## src/hw/rtl/frs_pkg.sv

```systemverilog
// frs_pkg: shared types, codes and sizing constants for the filtered reservoir sampler
// no dependencies; imported by every module of the sampler
`default_nettype none

package frs_pkg;

    // default and bounds for the reservoir depth
    localparam int FRS_MAX_FANOUT   = 32;
    localparam int FRS_RESULT_LIMIT = 32;

    // field widths
    localparam int ID_W     = 64;
    localparam int TIME_W   = 64;
    localparam int RAND_W   = 64;
    localparam int SEEN_W   = 32;
    localparam int FANOUT_W = 6;
    localparam int SLOT_W   = 5;
    localparam int CFG_IDX_W  = 3;
    localparam int CFG_DATA_W = 64;

    // input item kinds
    localparam logic KIND_CANDIDATE = 1'b0;
    localparam logic KIND_FINISH    = 1'b1;

    // configuration register indexes
    localparam logic [CFG_IDX_W-1:0] CFG_FANOUT        = 3'd0;
    localparam logic [CFG_IDX_W-1:0] CFG_FILTER_ENABLE = 3'd1;
    localparam logic [CFG_IDX_W-1:0] CFG_START_USED    = 3'd2;
    localparam logic [CFG_IDX_W-1:0] CFG_END_USED      = 3'd3;
    localparam logic [CFG_IDX_W-1:0] CFG_QUERY_TIME    = 3'd4;

    localparam logic [FANOUT_W-1:0] FANOUT_RESET = 6'd8;

    // control state of the top level
    typedef enum logic [2:0] {
        ST_IDLE,
        ST_DRAW,
        ST_EMIT_RD,
        ST_EMIT_LD,
        ST_EMIT_EMPTY
    } t_state;

    // slot draw request and response
    typedef struct packed {
        logic                start;
        logic [RAND_W-1:0]   word;
        logic [SEEN_W:0]     range;
    } t_draw_req;

    typedef struct packed {
        logic                done;
        logic [RAND_W-1:0]   slot;
    } t_draw_rsp;

endpackage

`default_nettype wire

```

## src/hw/rtl/frs_slot_draw.sv

```systemverilog
// frs_slot_draw: high 64 bits of random word times range, one shared 32x32 multiplier
// depends on frs_pkg for the request and response structs
`default_nettype none

module frs_slot_draw
    import frs_pkg::*;
(
    input  wire logic      i_clk,
    input  wire logic      i_rst_n,
    input  wire t_draw_req i_req,
    output t_draw_rsp      o_rsp
);

    localparam int HALF_W = 32;
    localparam int SUM_W  = RAND_W + SEEN_W + 1;

    logic [RAND_W-1:0]   r_a;
    logic [SEEN_W:0]     r_m;
    logic [2*HALF_W-1:0] r_p0;
    logic [2*HALF_W-1:0] r_p1;
    logic [RAND_W-1:0]   r_slot;
    logic                r_done;
    logic [1:0]          r_step;

    logic [HALF_W-1:0]   w_op;
    logic [2*HALF_W-1:0] w_prod;
    logic [SUM_W-1:0]    w_sum;

    // low half of the word on the first pass, high half on the second
    assign w_op   = (r_step == 2'd1) ? r_a[HALF_W-1:0] : r_a[RAND_W-1:HALF_W];
    assign w_prod = w_op * r_m[HALF_W-1:0];

    // range bit 32 adds the word shifted up by 32
    assign w_sum = {{(SUM_W-2*HALF_W){1'b0}}, r_p0}
                 + {1'b0, r_p1, {HALF_W{1'b0}}}
                 + (r_m[SEEN_W] ? {1'b0, r_a, {HALF_W{1'b0}}} : {SUM_W{1'b0}});

    always_ff @(posedge i_clk) begin
        if (!i_rst_n) begin
            r_step <= 2'd0;
            r_done <= 1'b0;
        end else begin
            r_done <= (r_step == 2'd3);
            if (i_req.start) begin
                r_step <= 2'd1;
            end else if (r_step != 2'd0) begin
                r_step <= r_step + 2'd1;
            end
        end
    end

    always_ff @(posedge i_clk) begin
        if (i_req.start) begin
            r_a <= i_req.word;
            r_m <= i_req.range;
        end
        if (r_step == 2'd1) begin
            r_p0 <= w_prod;
        end
        if (r_step == 2'd2) begin
            r_p1 <= w_prod;
        end
        if (r_step == 2'd3) begin
            r_slot <= {{(RAND_W-(SUM_W-RAND_W)){1'b0}}, w_sum[SUM_W-1:RAND_W]};
        end
    end

    assign o_rsp.done = r_done;
    assign o_rsp.slot = r_slot;

endmodule

`default_nettype wire

```

## config.mk

```make
export PLATFORM = sky130hd
export DESIGN_NAME = frs_slot_draw
export DESIGN_NICKNAME = d
export VERILOG_FILES = /design/src/hw/rtl/frs_pkg.sv /design/src/hw/rtl/frs_slot_draw.sv
export SDC_FILE = /design/constraint.sdc
export NUM_CORES = 2
export LEC_CHECK = 0
export ABC_AREA = 1
export BUFFER_PORTS_ARGS = -buffer_cell sky130_fd_sc_hd__buf_2
export CORE_ASPECT_RATIO = 0.75
export CORE_MARGIN = 5
export CORE_UTILIZATION = 55
export DETAILED_ROUTE_END_ITERATION = 16
export GPL_ROUTABILITY_DRIVEN = 0
export PLACE_DENSITY = 0.75
export SYNTH_ARGS = -nofsm -noshare
export SYNTH_HDL_FRONTEND = slang
export SYNTH_SLANG_ARGS = --single-unit
```

## constraint.sdc

```tcl
create_clock -name i_clk -period 7.66 [get_ports i_clk]
set_input_delay 0.766 -clock i_clk [delete_from_list [all_inputs] [get_ports i_clk]]
set_output_delay 0.766 -clock i_clk [all_outputs]
set_load 0.01 [all_outputs]
```

==> impl_summary.txt <==
----------------------------------------------------
[Die]
  Initial Utilization ... 0.553
  Total Die Area ... just over 90000 µm²
  Io pins ... between 150 and 200
  Row count ... 93
  Height of the die ... approximately 260 µm
  Chip width ... 349 µm
  Core Region ... 85600 µm²

[Worst setup path]
  Most prevalent standard cell on the critical path ... fa_1
  Critical Path End Type ... register
  Path type of the worst setup path ... reg -> reg
  Cell with the biggest individual delay on the critical path ... fa_2
  Highest net fanout along the worst path ... 13
  Signal arrival time at the worst endpoint ... 8.30 ns
  Cell family with the largest share of critical-path delay ... adder cells
  Slack of the worst reg-to-reg path ... -0.24 ns
  Cell depth of the worst flop-to-flop path ... 32
  Worst flop-to-flop path endpoint ... r_p1[38]$_DFFE_PN_
  Required time at the worst-slack endpoint ... 8.05 ns
  Number of buffer and inverter instances along the worst setup path ... 12
  Crit path largest cell delay ... between 0.5 and 0.6 ns
  Worst r2r src ... r_step[1]$_SDFFE_PP0P_
  Critical path startpoint category ... register

[Synthesis]
  Synthesized-area fraction occupied by and/or/nand/nor cells ... 0.186
  EDFF count, synth ... 226
  Synthesized netlist cell count ... 5660
  Seq cells post-synth ... 229
  Most frequent cell after synthesis ... inv_1
  Mean instance size in the synthesized netlist ... between 8 and 9 µm²
  Top-area cell type share of the netlist area ... 0.392
  Cell area after technology mapping ... 47300 µm²
  Main area contributors after synthesis ... fa_1, edfxtp_1, inv_1
  Main synth FF type ... edfxtp_1
  Area share of fa/ha/maj cells after synthesis ... 0.488
  Async set-or-reset flop fraction in the synthesized netlist ... 0
  Dominant combinational cell family by area after synthesis ... adder cells
  Cell type with the highest aggregate area in the netlist ... fa_1
  Share of cell area taken by muxes after synthesis ... 0
  Number of distinct library cells after synthesis ... 50
  XOR/XNOR share of the synthesized area ... 0.00851
  Syn. warnings ... 0
  Fraction of the yosys area taken by sequential cells ... 0.145
  Most frequent cells after synthesis ... inv_1, nand2_1, fa_1, nor2_1, ha_1
  Compound-gate portion of the synthesized area ... 0.0456

[Clocking]
  CTS sink cnt ... roughly 230
  Clock Pin Slew Worst Setup and Hold Paths ... 0.07 ns
  Insertion delay to the later sink of the worst-skew pair ... 0.63 ns
  Root Buffer ... clkbuf_16
  TritonCTS buffer count ... 27
  Maximum buffer depth of the clock tree ... 3
  Clock H-tree levels ... 1
  TritonCTS clock tree ... yes

[Layout]
  Layout cells sized above 1 ... 0.176
  Design Area, Final ... 56000 µm²
  Layout filler cell count ... about 6500
  Final nets ... about 7500
  Layout Area Growth over Synthesis ... 18.2%

[Flow run]
  Max-cap violations ... 0

[Place]
  Setup slack at placement ... -0.574 ns
  Number of port buffers ... 133
  Half-perimeter wire length of the detailed placement result ... between 100000 and 150000 µm
  Area after DPL ... slightly above 50000 µm²

[STA]
  RSZ-0062 raised after global routing ... true
  Worst Skew ... ~0.06 ns
  Number of max-slew violations in the final report ... 0
  Finish-stage setup viols ... 73
  PnR worst setup slack ... -0.242 ns
  Min Tclk post-route ... between 7 and 8 ns
  Worst slew margin relative to its limit ... 0.287
  Tightest Pin Transition ... 1.07 ns
  Total Negative Setup Slacks ... -9.96 ns
  Count of final hold-check violations ... 0
  Worst hold margin ... between 0.3 and 0.4 ns
  Final critical-path share of the clock period ... 1.03
  Achievable clock frequency ... 127 MHz

[Routing]
  Detailed-routing iteration count for the pre-antenna-repair pass ... 14
  DRC errors left ... 0
  Initial detailed-routing violation count ... 6765
  Average wire per standard cell ... 24.2 µm
  Total wire length ... 176000 µm
  Number of nets with antenna violations after routing ... 0
  DR vias/cell ... about 6
  Via Count ... 43500

[Worst hold path]
  Startpoint of the tightest hold check path ... i_req[80]
  Cell depth of the worst min-delay path ... 1
  HP Class ... in -> reg
  Worst min-delay path endpoint ... r_a[47]$_DFFE_PP_

[Status]
  Result of the run ... complete, but fails checks
  Violations in the final reports ... negative setup slack

[GRT]
  Global-route wire length before repair ... around 240000 µm
  Pin count of the biggest net entering global routing ... 67
  Number of antenna violations at the first check in global routing ... 4
  GRT Util Overall ... 0.352
  Grt ovf ... 0
  Vias in the first global route ... 41600

----------------------------------------------------
[routing by layer]
layer	part of all wire	routed length [µm]	global-route usage
met5	0.0047	830	0.0215
met4	0.063	11100	0.130
met3	0.19	34000	0.180
met2	0.39	69300	0.474
met1	0.35	61000	0.485
[how the worst max path moves through the flow]
stage                           startpoint            endpoint  slack (ns)  cells after the start
floorplan           r_step[1]$_SDFFE_PP0P_  r_p0[52]$_DFFE_PN_        0.11                     32
global placement    r_step[1]$_SDFFE_PP0P_  r_p1[52]$_DFFE_PN_       -0.51                     28
detailed placement  r_step[1]$_SDFFE_PP0P_  r_p1[52]$_DFFE_PN_       -0.57                     28
CTS                 r_step[1]$_SDFFE_PP0P_  r_p0[36]$_DFFE_PN_       -0.07                     33
global route        r_step[1]$_SDFFE_PP0P_  r_p0[38]$_DFFE_PN_       -0.45                     32
finish              r_step[1]$_SDFFE_PP0P_  r_p1[38]$_DFFE_PN_       -0.24                     32
[worst register-to-register path: cells and delay by family, from the launching register on]
family / cells / cell delay (ns)
and+or+nand+nor: 8 / 1.07
DFF: 1 / 0.32
xor gates and xnor gates: 1 / 0.25
adders and majority gates: 10 / 4.76
buffers and inverters: 12 / 1.17
AOI/OAI and AO/OA: 1 / 0.08
[registers in the layout, summed over array words and instances, names as in the netlist]
signal and count:
r_done 1, r_a 64, r_slot 33, r_m 33
r_p1 64, r_p0 32, r_step 2
[kinds of logic (layout without fill, tap and decap cells)]
logic type	count (synthesis)	count (layout)
AND/OR/NAND/NOR	2221	2221
adder cells (fa/ha/maj)	1289	1289
other	1	44
buffers and inverters	1504	1949
flip-flops	229	229
AO/OA/AOI/OAI	370	370
XOR/XNOR	46	46
[per-stage QoR]
stage / instances / utilization
after floorplan: 5690 / -
after global placement: 7153 / 0.606
after detailed placement: 7153 / 0.606
after CTS: 7214 / 0.623
after global routing: 7277 / 0.653
final: 7288 / 0.654
[placed cells by master, fill, tap and decap left out, drive strengths merged, types with 31 or more instances in the layout]
master and instances:
nand3 114, inv 1290, buf 596, edfxtp 226
clkbuf 39, fa 927, ha 362, nand2 1076
o21ai 145, nor3 31, or2 33, xor2 38
nor2 933, conb 31, a21oi 176
[repair_timing]
action,CTS,global route
endpoints found under the setup margin,76,79
gates resized for setup,96,451
hold buffers,0,0
pin swaps,11,116
setup buffers,11,55
cloned,1,11
hold endpoints to repair,0,0
[final cells by class]
cell class	instances	area (µm²)	area share
inverters	1293	4920	0.0879
well taps	1140	1430	0.0255
clock inverters	19	240	0.00429
clock buffers	30	687	0.0123
repair buffers	605	5280	0.0943
diodes	13	32.5	0.000581
flip-flops and latches	229	6850	0.122
multi-input cells	3957	36500	0.652
repair inverters	2	27.5	0.000492
Power is not shown: default switching activity piles up to over one toggle a cycle in this logic, so the estimate is an artifact.
